[src/sdhs_pkg.sv]
// Package for the SCAN disk head scheduler.
// Holds field widths, register indexes, reset values, the control state type,
// the cell control struct and the top-cylinder helper. No dependencies.
package sdhs_pkg;

    localparam int CYL_W            = 16;
    localparam int DISK_W           = 17;
    localparam int MOVE_W           = 17;
    localparam int CFG_IDX_W        = 2;
    localparam int CFG_DATA_W       = 17;
    localparam int DEF_MAX_REQUESTS = 16;

    localparam logic [MOVE_W-1:0] MOVE_MAX = {MOVE_W{1'b1}};

    localparam logic [CFG_IDX_W-1:0] REG_HEAD_START     = 2'd0;
    localparam logic [CFG_IDX_W-1:0] REG_DISK_CYLINDERS = 2'd1;
    localparam logic [CFG_IDX_W-1:0] REG_SWEEP_RIGHT    = 2'd2;

    localparam logic [CYL_W-1:0]  RST_HEAD_START     = '0;
    localparam logic [DISK_W-1:0] RST_DISK_CYLINDERS = 17'h10000;
    localparam logic              RST_SWEEP_RIGHT    = 1'b1;

    typedef enum logic [1:0] {
        ST_LOAD,
        ST_CLAMP,
        ST_SPLIT,
        ST_EMIT
    } t_state;

    typedef struct packed {
        logic ins;
        logic clamp;
        logic clr;
    } t_chain_ctl;

    function automatic logic [CYL_W-1:0] top_of(input logic [DISK_W-1:0] disk);
        logic [DISK_W-1:0] dm1;
        dm1 = disk - DISK_W'(1);
        if (disk == '0) begin
            top_of = '0;
        end else if (disk > DISK_W'(17'h10000)) begin
            top_of = {CYL_W{1'b1}};
        end else begin
            top_of = dm1[CYL_W-1:0];
        end
    endfunction

endpackage

[src/sdhs_cell.sv]
// One cell of the sorted request chain: holds one cylinder and its valid bit.
// Takes a shifted value from its left neighbor or the new request on insert.
// Depends on sdhs_pkg.
module sdhs_cell (
    input  logic                     i_clk,
    input  logic                     i_rst_n,
    input  sdhs_pkg::t_chain_ctl     i_ctl,
    input  logic [sdhs_pkg::CYL_W-1:0] i_x,
    input  logic [sdhs_pkg::CYL_W-1:0] i_top,
    input  logic [sdhs_pkg::CYL_W-1:0] i_head,
    input  logic [sdhs_pkg::CYL_W-1:0] i_prev_val,
    input  logic                     i_prev_valid,
    input  logic                     i_prev_gt,
    output logic [sdhs_pkg::CYL_W-1:0] o_val,
    output logic                     o_valid,
    output logic                     o_gt,
    output logic                     o_below
);

    logic [sdhs_pkg::CYL_W-1:0] r_val, n_val;
    logic                       r_valid, n_valid;
    logic                       r_below, n_below;
    logic [sdhs_pkg::CYL_W-1:0] clamped;

    assign o_gt    = r_valid && (r_val > i_x);
    assign clamped = (r_val > i_top) ? i_top : r_val;

    always_comb begin
        n_val   = r_val;
        n_valid = r_valid;
        n_below = r_below;
        priority if (i_ctl.clr) begin
            n_valid = 1'b0;
            n_below = 1'b0;
        end else if (i_ctl.ins) begin
            if (i_prev_gt) begin
                n_val   = i_prev_val;
                n_valid = 1'b1;
            end else if (i_prev_valid && (!r_valid || o_gt)) begin
                n_val   = i_x;
                n_valid = 1'b1;
            end
        end else if (i_ctl.clamp) begin
            n_val   = clamped;
            n_below = r_valid && (clamped < i_head);
        end
    end

    always_ff @(posedge i_clk) begin
        if (!i_rst_n) begin
            r_valid <= 1'b0;
            r_below <= 1'b0;
        end else begin
            r_valid <= n_valid;
            r_below <= n_below;
        end
    end

    always_ff @(posedge i_clk) begin
        r_val <= n_val;
    end

    assign o_val   = r_val;
    assign o_valid = r_valid;
    assign o_below = r_below;

endmodule

[src/sdhs_chain.sv]
// Row of sdhs_cell instances forming the ascending insertion chain.
// Each cell sees its left neighbor's value, valid bit and compare result.
// Depends on sdhs_pkg and sdhs_cell.
module sdhs_chain #(
    parameter int MAX_REQUESTS = sdhs_pkg::DEF_MAX_REQUESTS
) (
    input  logic                                     i_clk,
    input  logic                                     i_rst_n,
    input  sdhs_pkg::t_chain_ctl                     i_ctl,
    input  logic [sdhs_pkg::CYL_W-1:0]               i_x,
    input  logic [sdhs_pkg::CYL_W-1:0]               i_top,
    input  logic [sdhs_pkg::CYL_W-1:0]               i_head,
    output logic [MAX_REQUESTS-1:0][sdhs_pkg::CYL_W-1:0] o_vals,
    output logic [MAX_REQUESTS-1:0]                  o_below
);

    logic [MAX_REQUESTS-1:0] valid;
    logic [MAX_REQUESTS-1:0] gt;

    for (genvar g = 0; g < MAX_REQUESTS; g++) begin : g_cell
        logic [sdhs_pkg::CYL_W-1:0] prev_val;
        logic                       prev_valid;
        logic                       prev_gt;

        if (g == 0) begin : g_first
            assign prev_val   = '0;
            assign prev_valid = 1'b1;
            assign prev_gt    = 1'b0;
        end else begin : g_rest
            assign prev_val   = o_vals[g-1];
            assign prev_valid = valid[g-1];
            assign prev_gt    = gt[g-1];
        end

        sdhs_cell u_cell (
            .i_clk        (i_clk),
            .i_rst_n      (i_rst_n),
            .i_ctl        (i_ctl),
            .i_x          (i_x),
            .i_top        (i_top),
            .i_head       (i_head),
            .i_prev_val   (prev_val),
            .i_prev_valid (prev_valid),
            .i_prev_gt    (prev_gt),
            .o_val        (o_vals[g]),
            .o_valid      (valid[g]),
            .o_gt         (gt[g]),
            .o_below      (o_below[g])
        );
    end

endmodule

[src/scan_disk_head_scheduler_top.sv]
// Top level of the SCAN disk head scheduler: configuration registers,
// control sequencer, visit generation and output register.
// Depends on sdhs_pkg and sdhs_chain.

// Requests load one beat per cycle into a sorted chain of cells; a request
// that arrives with the chain full is dropped. The beat with batch_end set
// starts the sweep: input ready drops, ST_CLAMP and ST_SPLIT clamp the chain
// to the top cylinder and locate the head, then one visit per cycle leaves through
// the output register (n + 1 visits for n requests), paced only by output
// ready. Input ready returns in the cycle after the final visit is formed.
// Configuration writes are always taken and sampled at the batch_end beat.
module scan_disk_head_scheduler_top #(
    parameter int MAX_REQUESTS = sdhs_pkg::DEF_MAX_REQUESTS
) (
    input  logic                                i_clk,
    input  logic                                i_rst_n,
    input  logic                                i_cfg_valid,
    output logic                                o_cfg_ready,
    input  logic [sdhs_pkg::CFG_IDX_W-1:0]      i_cfg_index,
    input  logic [sdhs_pkg::CFG_DATA_W-1:0]     i_cfg_data,
    input  logic                                i_in_valid,
    output logic                                o_in_ready,
    input  logic [sdhs_pkg::CYL_W-1:0]          i_cylinder,
    input  logic                                i_batch_end,
    output logic                                o_out_valid,
    input  logic                                i_out_ready,
    output logic [sdhs_pkg::CYL_W-1:0]          o_visit_cylinder,
    output logic [sdhs_pkg::MOVE_W-1:0]         o_total_movement,
    output logic                                o_final_visit
);

    localparam int CW = $clog2(MAX_REQUESTS + 1);
    localparam int IW = (MAX_REQUESTS > 1) ? $clog2(MAX_REQUESTS) : 1;

    sdhs_pkg::t_state r_state, n_state;
    sdhs_pkg::t_chain_ctl ctl;

    logic [sdhs_pkg::CYL_W-1:0]  r_head_start;
    logic [sdhs_pkg::DISK_W-1:0] r_disk;
    logic                        r_sweep_right;

    logic [CW-1:0]               r_count;
    logic [CW-1:0]               r_split, n_split;
    logic [CW-1:0]               r_e;
    logic [sdhs_pkg::MOVE_W-1:0] r_sum;
    logic [sdhs_pkg::CYL_W-1:0]  r_pos;
    logic [sdhs_pkg::CYL_W-1:0]  r_top;
    logic                        r_dir;

    logic                        r_out_valid;
    logic [sdhs_pkg::CYL_W-1:0]  r_out_cyl;
    logic [sdhs_pkg::MOVE_W-1:0] r_out_sum;
    logic                        r_out_final;

    logic [MAX_REQUESTS-1:0][sdhs_pkg::CYL_W-1:0] vals;
    logic [MAX_REQUESTS-1:0]     below;

    logic                        in_beat;
    logic                        adv;
    logic                        e_last;
    logic [CW-1:0]               rem;
    logic [CW-1:0]               idx;
    logic                        is_end;
    logic [sdhs_pkg::CYL_W-1:0]  visit;
    logic [sdhs_pkg::CYL_W-1:0]  move_step;
    logic [sdhs_pkg::MOVE_W:0]   sum_wide;
    logic [sdhs_pkg::MOVE_W-1:0] sum_next;
    logic [sdhs_pkg::CYL_W-1:0]  head_clamped;
    logic [sdhs_pkg::CYL_W-1:0]  top_now;

    assign o_cfg_ready = 1'b1;
    assign in_beat     = i_in_valid && o_in_ready;
    assign top_now     = sdhs_pkg::top_of(r_disk);
    assign head_clamped = (r_head_start > top_now) ? top_now : r_head_start;

    sdhs_chain #(
        .MAX_REQUESTS (MAX_REQUESTS)
    ) u_chain (
        .i_clk   (i_clk),
        .i_rst_n (i_rst_n),
        .i_ctl   (ctl),
        .i_x     (i_cylinder),
        .i_top   (r_top),
        .i_head  (r_pos),
        .o_vals  (vals),
        .o_below (below)
    );

    // Visit selection for the current step of the sweep.
    always_comb begin
        rem    = r_count - r_split;
        idx    = '0;
        is_end = 1'b0;
        if (r_dir) begin
            if (r_e < rem) begin
                idx = r_split + r_e;
            end else if (r_e == rem) begin
                is_end = 1'b1;
            end else begin
                idx = r_count - r_e;
            end
        end else begin
            if (r_e < r_split) begin
                idx = r_split - CW'(1) - r_e;
            end else if (r_e == r_split) begin
                is_end = 1'b1;
            end else begin
                idx = r_e - CW'(1);
            end
        end
        if (is_end) begin
            visit = r_dir ? r_top : '0;
        end else begin
            visit = vals[idx[IW-1:0]];
        end
        move_step = (visit >= r_pos) ? (visit - r_pos) : (r_pos - visit);
        sum_wide  = {1'b0, r_sum} + (sdhs_pkg::MOVE_W + 1)'(move_step);
        sum_next  = sum_wide[sdhs_pkg::MOVE_W] ? sdhs_pkg::MOVE_MAX
                                               : sum_wide[sdhs_pkg::MOVE_W-1:0];
        e_last    = (r_e == r_count);
    end

    always_comb begin
        n_split = '0;
        for (int k = 0; k < MAX_REQUESTS; k++) begin
            n_split = n_split + CW'(below[k]);
        end
    end

    always_comb begin
        n_state = r_state;
        unique case (r_state)
            sdhs_pkg::ST_LOAD: begin
                if (in_beat && i_batch_end) begin
                    n_state = sdhs_pkg::ST_CLAMP;
                end
            end
            sdhs_pkg::ST_CLAMP: n_state = sdhs_pkg::ST_SPLIT;
            sdhs_pkg::ST_SPLIT: n_state = sdhs_pkg::ST_EMIT;
            sdhs_pkg::ST_EMIT: begin
                if (adv && e_last) begin
                    n_state = sdhs_pkg::ST_LOAD;
                end
            end
            default: n_state = sdhs_pkg::ST_LOAD;
        endcase
    end

    always_comb begin
        o_in_ready = 1'b0;
        adv        = 1'b0;
        ctl        = '0;
        unique case (r_state)
            sdhs_pkg::ST_LOAD: begin
                o_in_ready = 1'b1;
                ctl.ins    = in_beat && (r_count < CW'(MAX_REQUESTS));
            end
            sdhs_pkg::ST_CLAMP: ctl.clamp = 1'b1;
            sdhs_pkg::ST_SPLIT: ;
            sdhs_pkg::ST_EMIT: begin
                adv     = !r_out_valid || i_out_ready;
                ctl.clr = adv && e_last;
            end
            default: ;
        endcase
    end

    always_ff @(posedge i_clk) begin
        if (!i_rst_n) begin
            r_state       <= sdhs_pkg::ST_LOAD;
            r_head_start  <= sdhs_pkg::RST_HEAD_START;
            r_disk        <= sdhs_pkg::RST_DISK_CYLINDERS;
            r_sweep_right <= sdhs_pkg::RST_SWEEP_RIGHT;
            r_count       <= '0;
            r_e           <= '0;
            r_sum         <= '0;
            r_pos         <= '0;
            r_out_valid   <= 1'b0;
        end else begin
            r_state <= n_state;
            if (i_cfg_valid && o_cfg_ready) begin
                unique case (i_cfg_index)
                    sdhs_pkg::REG_HEAD_START:
                        r_head_start <= i_cfg_data[sdhs_pkg::CYL_W-1:0];
                    sdhs_pkg::REG_DISK_CYLINDERS:
                        r_disk <= i_cfg_data;
                    sdhs_pkg::REG_SWEEP_RIGHT:
                        r_sweep_right <= i_cfg_data[0];
                    default: ;
                endcase
            end
            if (ctl.ins) begin
                r_count <= r_count + CW'(1);
            end
            if (in_beat && i_batch_end) begin
                r_pos <= head_clamped;
                r_e   <= '0;
                r_sum <= '0;
            end
            if (adv) begin
                r_e   <= r_e + CW'(1);
                r_sum <= sum_next;
                r_pos <= visit;
                if (e_last) begin
                    r_count <= '0;
                end
            end
            if (adv) begin
                r_out_valid <= 1'b1;
            end else if (i_out_ready) begin
                r_out_valid <= 1'b0;
            end
        end
    end

    always_ff @(posedge i_clk) begin
        if (in_beat && i_batch_end) begin
            r_top <= top_now;
            r_dir <= r_sweep_right;
        end
        if (r_state == sdhs_pkg::ST_SPLIT) begin
            r_split <= n_split;
        end
        if (adv) begin
            r_out_cyl   <= visit;
            r_out_sum   <= sum_next;
            r_out_final <= e_last;
        end
    end

    assign o_out_valid      = r_out_valid;
    assign o_visit_cylinder = r_out_cyl;
    assign o_total_movement = r_out_sum;
    assign o_final_visit    = r_out_final;

`ifndef SYNTH
    a_count_bound: assert property (@(posedge i_clk) disable iff (!i_rst_n)
        r_count <= CW'(MAX_REQUESTS))
        else $error("request count exceeds chain depth");

    a_step_bound: assert property (@(posedge i_clk) disable iff (!i_rst_n)
        r_state == sdhs_pkg::ST_EMIT |-> r_e <= r_count)
        else $error("sweep step beyond request count");

    a_clear_after_final: assert property (@(posedge i_clk) disable iff (!i_rst_n)
        adv && e_last |=> r_count == '0 && r_state == sdhs_pkg::ST_LOAD)
        else $error("chain not emptied after final visit");

    a_final_blocks_input: assert property (@(posedge i_clk) disable iff (!i_rst_n)
        o_in_ready && o_out_valid && !o_final_visit |-> 1'b0)
        else $error("input taken while a sweep is still delivering visits");
`endif

endmodule

[config.mk]
export PLATFORM = sky130hd
export DESIGN_NAME = scan_disk_head_scheduler_top
export DESIGN_NICKNAME = d
export VERILOG_FILES = /design/src/sdhs_pkg.sv /design/src/sdhs_cell.sv /design/src/sdhs_chain.sv /design/src/scan_disk_head_scheduler_top.sv
export SDC_FILE = /design/constraint.sdc
export NUM_CORES = 2
export LEC_CHECK = 0
export BUFFER_PORTS_ARGS = -buffer_cell sky130_fd_sc_hd__buf_2
export CAP_MARGIN = 20
export CORE_MARGIN = 10
export CORE_UTILIZATION = 45
export CTS_BUF_LIST = sky130_fd_sc_hd__clkbuf_8
export DETAILED_ROUTE_END_ITERATION = 8
export SLEW_MARGIN = 20
export SYNTH_ARGS = -nofsm -noshare
export SYNTH_HDL_FRONTEND = slang
export SYNTH_SLANG_ARGS = --single-unit
[constraint.sdc]
create_clock -name i_clk -period 8.6 [get_ports i_clk]
set_input_delay 0.86 -clock i_clk [delete_from_list [all_inputs] [get_ports i_clk]]
set_output_delay 0.86 -clock i_clk [all_outputs]
set_load 0.05 [all_outputs]
# == Word-level counts from Yosys, hierarchy flattened ==
# Cells that the tools add are included.
# totals
ram_bits,0
latch_bits,0
memories,0
wordCells,466
rom_bits,0
register_bits,424
# classes
n_addsub,27
n_eq_ne,26
mul,0
div_mod_pow,0
mux,147
n_bitwise,3
reduce_logical,145
n_lt_le_gt_ge,55
shift,0
# ops
cell,count
2-to-1 mux 16 bit,88
> comparator 16 bit,33
less-than comparator 16 bit,16
binary-select mux 16 bit (select 4 bit),1
adder 5 x 1 -> 5 bit,11
logical AND 1 bit,52
2-to-1 mux 17 bit,3
AND reduction 3 bit,16
"inequality test 3 x 1 -> 1 bit, second input constant",15
2-to-1 mux 1 bit,42
AND reduction 2 bit,21
nonzero test 2 bit,18
subtractor 16 bit,2
2-to-1 mux 5 bit,5
2-to-1 mux 4 bit,5
adder 17 x 16 -> 18 bit,1
"> comparator 17 bit, second input constant",1
logical NOT 1 bit,17
logical NOT 17 bit,1
logical OR 1 bit,17
greater-or-equal comparator 16 bit,1
"subtractor 16 x 1 -> 16 bit, second input constant",1
equality test 5 bit,3
"adder 5 x 1 -> 5 bit, second input constant",2
other kinds (20),31

# == Longest topological paths before layout ==
# depth
ltp_word,15
ltp_mapped,46

# == Modules after synthesis ==
# From an unflattened synthesis, not the netlist that was laid out.
# hier_totals
cells_unflattened,6353
hier_area_um2,51364.3
# modules_own_cells
module,seq_area_each_um2,area_each_um2,instances,cells_each
sdhs_cell (u_chain.g_cell[0].u_cell ...),520.5,2432.3,12,306
scan_disk_head_scheduler_top,3283.1,12145.4,1,1451
sdhs_cell (u_chain.g_cell[7].u_cell ...),520.5,2503.7,2,311
sdhs_cell (u_chain.g_cell[10].u_cell),520.5,2687.6,1,325
sdhs_cell (u_chain.g_cell[9].u_cell),520.5,2328.5,1,281
sdhs_chain,0.0,7.5,1,2

# == Worst setup path after synthesis ==
# Ideal clock, no wire load.
# synth_path
path_type,register -> register
start,register r_count[0]
end,register r_sum[10] in the netlist's numbering
path_stages_with_launch,47
arrival_time_ps,8940
slack_ps,-457
setup_ps,117
cell_sequence,dfxtp_1 -> inv_1 -> ha_1 -> fa_1 -> inv_1 -> a21o_1 -> a21oi_1 -> xnor2_1 -> ha_1 -> and4_4 -> a21o_1 -> nor2_2 -> mux2_2 -> nand2_1 -> buf_2 -> buf_4 -> buf_4 -> nand2_1 -> [... 11 more ...] -> a21oi_1 -> o21ai_0 -> a21o_1 -> buf_1 -> mux2i_1 -> ha_1 -> a21o_1 -> a21oi_1 -> o21ai_0 -> a21oi_1 -> o21ai_0 -> a221oi_1 -> o21ai_0 -> and2_1 -> a22oi_1 -> clkbuf_1 -> nand2_1 -> a22o_1
# synth_via
elab_chain_len,13
elab_cells_between_ends,20
# synth_lines
item,line_no,rtl
"start, declared",scan_disk_head_scheduler_top.sv:42,logic [CW-1:0] r_count;
"start signal, assigned",scan_disk_head_scheduler_top.sv:193,r_count <= r_count + CW'(1);
"parallel branches: the longest is 7 deep, another holds subtractor 5 bit",--,
2-to-1 mux 16 bit *,scan_disk_head_scheduler_top.sv:111,if (is_end) begin
"via visit, one bit",scan_disk_head_scheduler_top.sv:64,logic [sdhs_pkg::CYL_W-1:0] visit;
subtractor 16 bit / greater-or-equal comparator 16 bit (equally long branches),scan_disk_head_scheduler_top.sv:116,move_step = (visit >= r_pos) ? (visit - r_pos) : (r_pos - visit);
2-to-1 mux 16 bit *,scan_disk_head_scheduler_top.sv:116,
adder 17 x 16 -> 18 bit *,scan_disk_head_scheduler_top.sv:117,"sum_wide = {1'b0, r_sum} + (sdhs_pkg::MOVE_W + 1)'(move_step);"
2-to-1 mux 17 bit *,scan_disk_head_scheduler_top.sv:118,sum_next = sum_wide[sdhs_pkg::MOVE_W] ? sdhs_pkg::MOVE_MAX
"via sum_next, one bit",scan_disk_head_scheduler_top.sv:67,logic [sdhs_pkg::MOVE_W-1:0] sum_next;
2-to-1 mux 17 bit *,scan_disk_head_scheduler_top.sv:200,if (adv) begin
"end signal, assigned",scan_disk_head_scheduler_top.sv:202,r_sum <= sum_next;
"end, declared",scan_disk_head_scheduler_top.sv:45,logic [sdhs_pkg::MOVE_W-1:0] r_sum;
# Mark *: on every way through the listed nets, which the timed path passes. The select of a mux whose other input is x is not followed.
# A chain may end at the register's enable or synchronous reset.

# == Worst setup path in the final report ==
# layout_path
start,register r_split[0]
end,register r_sum[6] in the netlist's numbering
# layout_via
elab_chain_len,13
elab_cells_between_ends,28
# layout_lines
item,line_no,rtl
"start, declared",scan_disk_head_scheduler_top.sv:43,"logic [CW-1:0] r_split, n_split;"
"start signal, assigned",scan_disk_head_scheduler_top.sv:222,r_split <= n_split;
"parallel branches: the longest is 7 deep, another holds subtractor 5 bit",--,
2-to-1 mux 16 bit *,scan_disk_head_scheduler_top.sv:111,
"via visit, one bit",scan_disk_head_scheduler_top.sv:64,
subtractor 16 bit / greater-or-equal comparator 16 bit (equally long branches),scan_disk_head_scheduler_top.sv:116,
2-to-1 mux 16 bit *,scan_disk_head_scheduler_top.sv:116,
adder 17 x 16 -> 18 bit *,scan_disk_head_scheduler_top.sv:117,
2-to-1 mux 17 bit *,scan_disk_head_scheduler_top.sv:118,
"via sum_next, one bit",scan_disk_head_scheduler_top.sv:67,
2-to-1 mux 17 bit *,scan_disk_head_scheduler_top.sv:200,
# Marks and branches as above.

==> metrics.md <==
| Metric | Value |
|---|---|
| Outcome | finished, final reports clean |
| Layout cells sized above 1 | 23.66% |
| Hold path endpoint | r_disk[16] |
| First drt pass iteration count | 9 |
| Max-cap violations | 0 |
| Netlist cell types | 91 |
| IO Pins | 78 |
| Fin crit period | 8541 ps |
| # fillers | 9431 |
| Max IR drop VDD | 359.5 uV |
| Worst Path Required | 9300 ps |
| Worst Skew | 39.70 ps |
| GRT Total Usage | 36.41% |
| Area delta synth->final | 15.42% |
| P_leak | 23.28 nW |
| Critical path class | register to register |
| Hold Path Stages | 3 |
| DR vias | 45722 |
| Root Buffer | clkbuf_8 |
| Sink Count | 424 |
| Die ar. | 115500 um2 |
| Min-Delay Path Class | primary input to register |
| Worst path arrival time | 9240 ps |
| Worst-path maximum fanout | 5 |
| Syn_nets | 5817 |
| DRC | 0 |
| GR Overflow Total | 0 |
| Hold_sp | i_cfg_data[16] |
| Dpl hpwl | 149000 um |
| Fin util | 52.23% |
| CTS tree | done |
| Yosys warns | 0 |
| Mean Syn Cell Area | 9.378 um2 |
| Number of flops mapped to enable cells by yosys | 312 |
| Worst skew pair latency | 810 ps |
| Drt total wl | 220500 um |
| Max-slew violation count | 0 |
| Multi-input gate area | 33500 um2 |
| Row count | 117 |
| Post-synth ARST share | 0% |
| Core area | 101700 um2 |
| CTS hold repair buffers | 0 |
| Storage cell area | 11610 um2 |
| Final Hold Fails | 0 |
| Startpoint type of the worst setup path | register |
| Top FF cell, synth | edfxtp_1 |
| Worst Tran Pin Value | 1262 ps |
| Yosys reg bits | 424 |
| Buffers on Ports | 76 |
| Worst r2r src | r_split[0] |
| First-pass GRT wire length | 308300 um |
| Most common cell after layout, fill and taps aside | ha_1 |
| Hold WS | 290.7 ps |
| Unrepaired setup endpoints after global routing | yes |
| Initial DRC Count | 6392 |
| Die Span X | 339.9 um |
| Syn Inst Count | 4909 |
| Routed Antenna Nets | 0 |
| Cell Area, Synth | 46040 um2 |
| Initial Util | 45.25% |
| Via density per instance | 6.783 |
| Most frequent cells in the layout | ha_1, mux2_2, a21oi_1 |
| Die H | 339.9 um |
| GPL Wtd Cong | 1.027 |
| Setup violations, final | 0 |
| Number of antenna violations at the first check in global routing | 37 |
| Final net count | 6171 |
| Pwr/cell area | 306.7 nW/um2 |
| Tot Pwr | 0.01630 W |
| Post-route cell area | 53140 um2 |
| Vias in the first global route | 42821 |
| Total CTS buffers | 88 |
| Slowest cell delay on critical path | 400 ps |
| Slowest CP cell | fa_2 |
| FF-to-FF End | r_sum[6] |
| Max Fclk | 117.1 MHz |
| Clk slew on worst S/H paths | 70 ps |
| R2r worst-path depth | 44 |
| Dpl cell area | 50090 um2 |
| Period utilisation layout | 99.32% |
| CP Capture Type | register |
| Max-slew headroom | 14.97% |
| Seq/Total Area, Yosys | 25.22% |
| Maximum clock insertion buffer count | 3 |
| WL/cell | 32.71 um |
| Worst R2R Setup Slack | 60 ps |
| H-tree depth | 3 |
| Largest net degree at the start of global routing | 118 |
final cells by class:
class	count	share of cell area, %
clock inverters	67	0.6099
clock buffers	98	2.538
flip-flops and latches	424	21.85
diodes	35	0.1648
multi-input cells	4045	63.05
well taps	1368	3.221
inverters	200	1.413
repair buffers	504	7.153
synth_stat cells (all sizes together) (9+ instances only):
library cell / count / area (um2)
ha: 850 / 10640
mux2: 486 / 5473
a21oi: 431 / 2161
nand2: 339 / 1272
edfxtp: 312 / 9369
nor2: 266 / 1027
o21ai: 225 / 1126
a21o: 206 / 1554
inv: 200 / 750.7
clkbuf: 198 / 743.2
nand4: 151 / 944.7
o21a: 124 / 930.9
dfxtp: 112 / 2242
mux2i: 101 / 1011
a211oi: 88 / 660.6
nor2b: 76 / 475.5
and3: 64 / 400.4
nand3: 61 / 305.3
nor3: 57 / 285.3
a311oi: 46 / 402.9
a31oi: 45 / 294.0
buf: 42 / 217.7
o211ai: 31 / 237.7
nand2b: 30 / 187.7
a211o: 29 / 254.0
xor2: 28 / 245.2
xnor2: 27 / 236.5
a21boi: 17 / 127.6
fa: 17 / 340.3
or3: 17 / 106.4
a22o: 16 / 148.9
a32oi: 14 / 122.6
nor4: 14 / 102.6
o31a: 14 / 122.6
a2111oi: 13 / 138.9
a22oi: 11 / 82.58
and4: 11 / 98.84
o311a: 10 / 100.1
o311ai: 10 / 95.10
o2111ai: 9 / 78.83
o22ai: 9 / 70.07
o31ai: 9 / 72.57
state kept, by name (all words and copies together), names as in the netlist, 2 cells and up:
| register | flops |
|---|---|
| o_total_movement | 17 |
| r_sum | 17 |
| r_disk | 17 |
| r_pos | 16 |
| r_e | 5 |
| r_split | 5 |
| u_chain.g_cell.u_cell.o_val | 256 |
| u_chain.g_cell.u_cell.o_valid | 16 |
| r_state | 2 |
| o_visit_cylinder | 16 |
| u_chain.g_cell.u_cell.o_below | 16 |
| r_top | 16 |
| r_head_start | 16 |
| r_count | 5 |
worst max-delay path: cells and delay by family (launching register included):
family,cells,cell delay (ps)
compound gates,23,3910
fa+ha+maj,5,1460
simple gates,6,1120
buf+inv,7,910
mux,2,520
flops,1,390
xor+xnor,1,140
routing by layer:
layer	track usage [%]	up-vias	wire, um
li1	-	19562	-
met1	45.65	21857	82950
met5	0.3331	-	74
met2	53.09	3365	90640
met3	10.87	926	28690
met4	25.36	12	18110
cells by family (layout without fill, tap and decap cells):
family	after synthesis	count (layout)	synth area share, %
xor+xnor	55	55	1.046
fa+ha+maj	868	868	23.86
flops	424	424	25.22
compound gates	1402	1402	20.01
simple gates	1132	1132	12.05
buf+inv	440	869	3.718
mux	587	587	14.08
other cells	1	36	0.008146
per-stage QoR:
step	TNS [ps]	std cells	setup WS [ps]
final	0	6741	58.80
after floorplan	0	4909	8.723
after CTS	-1.067	6678	-1.067
after global placement	-16910	6475	-639.8
after detailed placement	-19460	6475	-716.8
after global routing	-5625	6713	-214.9
where the power goes:
| part | total (W) | internal (W) | leakage, nW | switching [W] |
|---|---|---|---|---|
| Combinational | 0.0101 | 0.00453 | 18.6 | 0.00555 |
| Sequential | 0.00402 | 0.00296 | 3.74 | 0.00106 |
| Clock | 0.00219 | 0.00108 | 0.974 | 0.00112 |
worst max path at each step:
stage,endpoint,startpoint,cells past startpoint,slack [ps]
after global routing,r_sum[10],r_split[0],46,-210
after global placement,r_sum[16],r_split[0],42,-640
final,r_sum[6],r_split[0],44,60
after detailed placement,r_sum[16],r_split[0],42,-720
after CTS,r_sum[6],r_split[0],44,-1
after floorplan,r_sum[16],r_count[0],46,9
what timing repair did:
item,4_1_cts,5_1_grt
endpoints found under the setup margin,34,34
gates cloned,1,1
pin swaps,25,65
setup buffers,38,28
gates resized for setup,56,111
No activity file was read; power rests on OpenSTA's default activity.
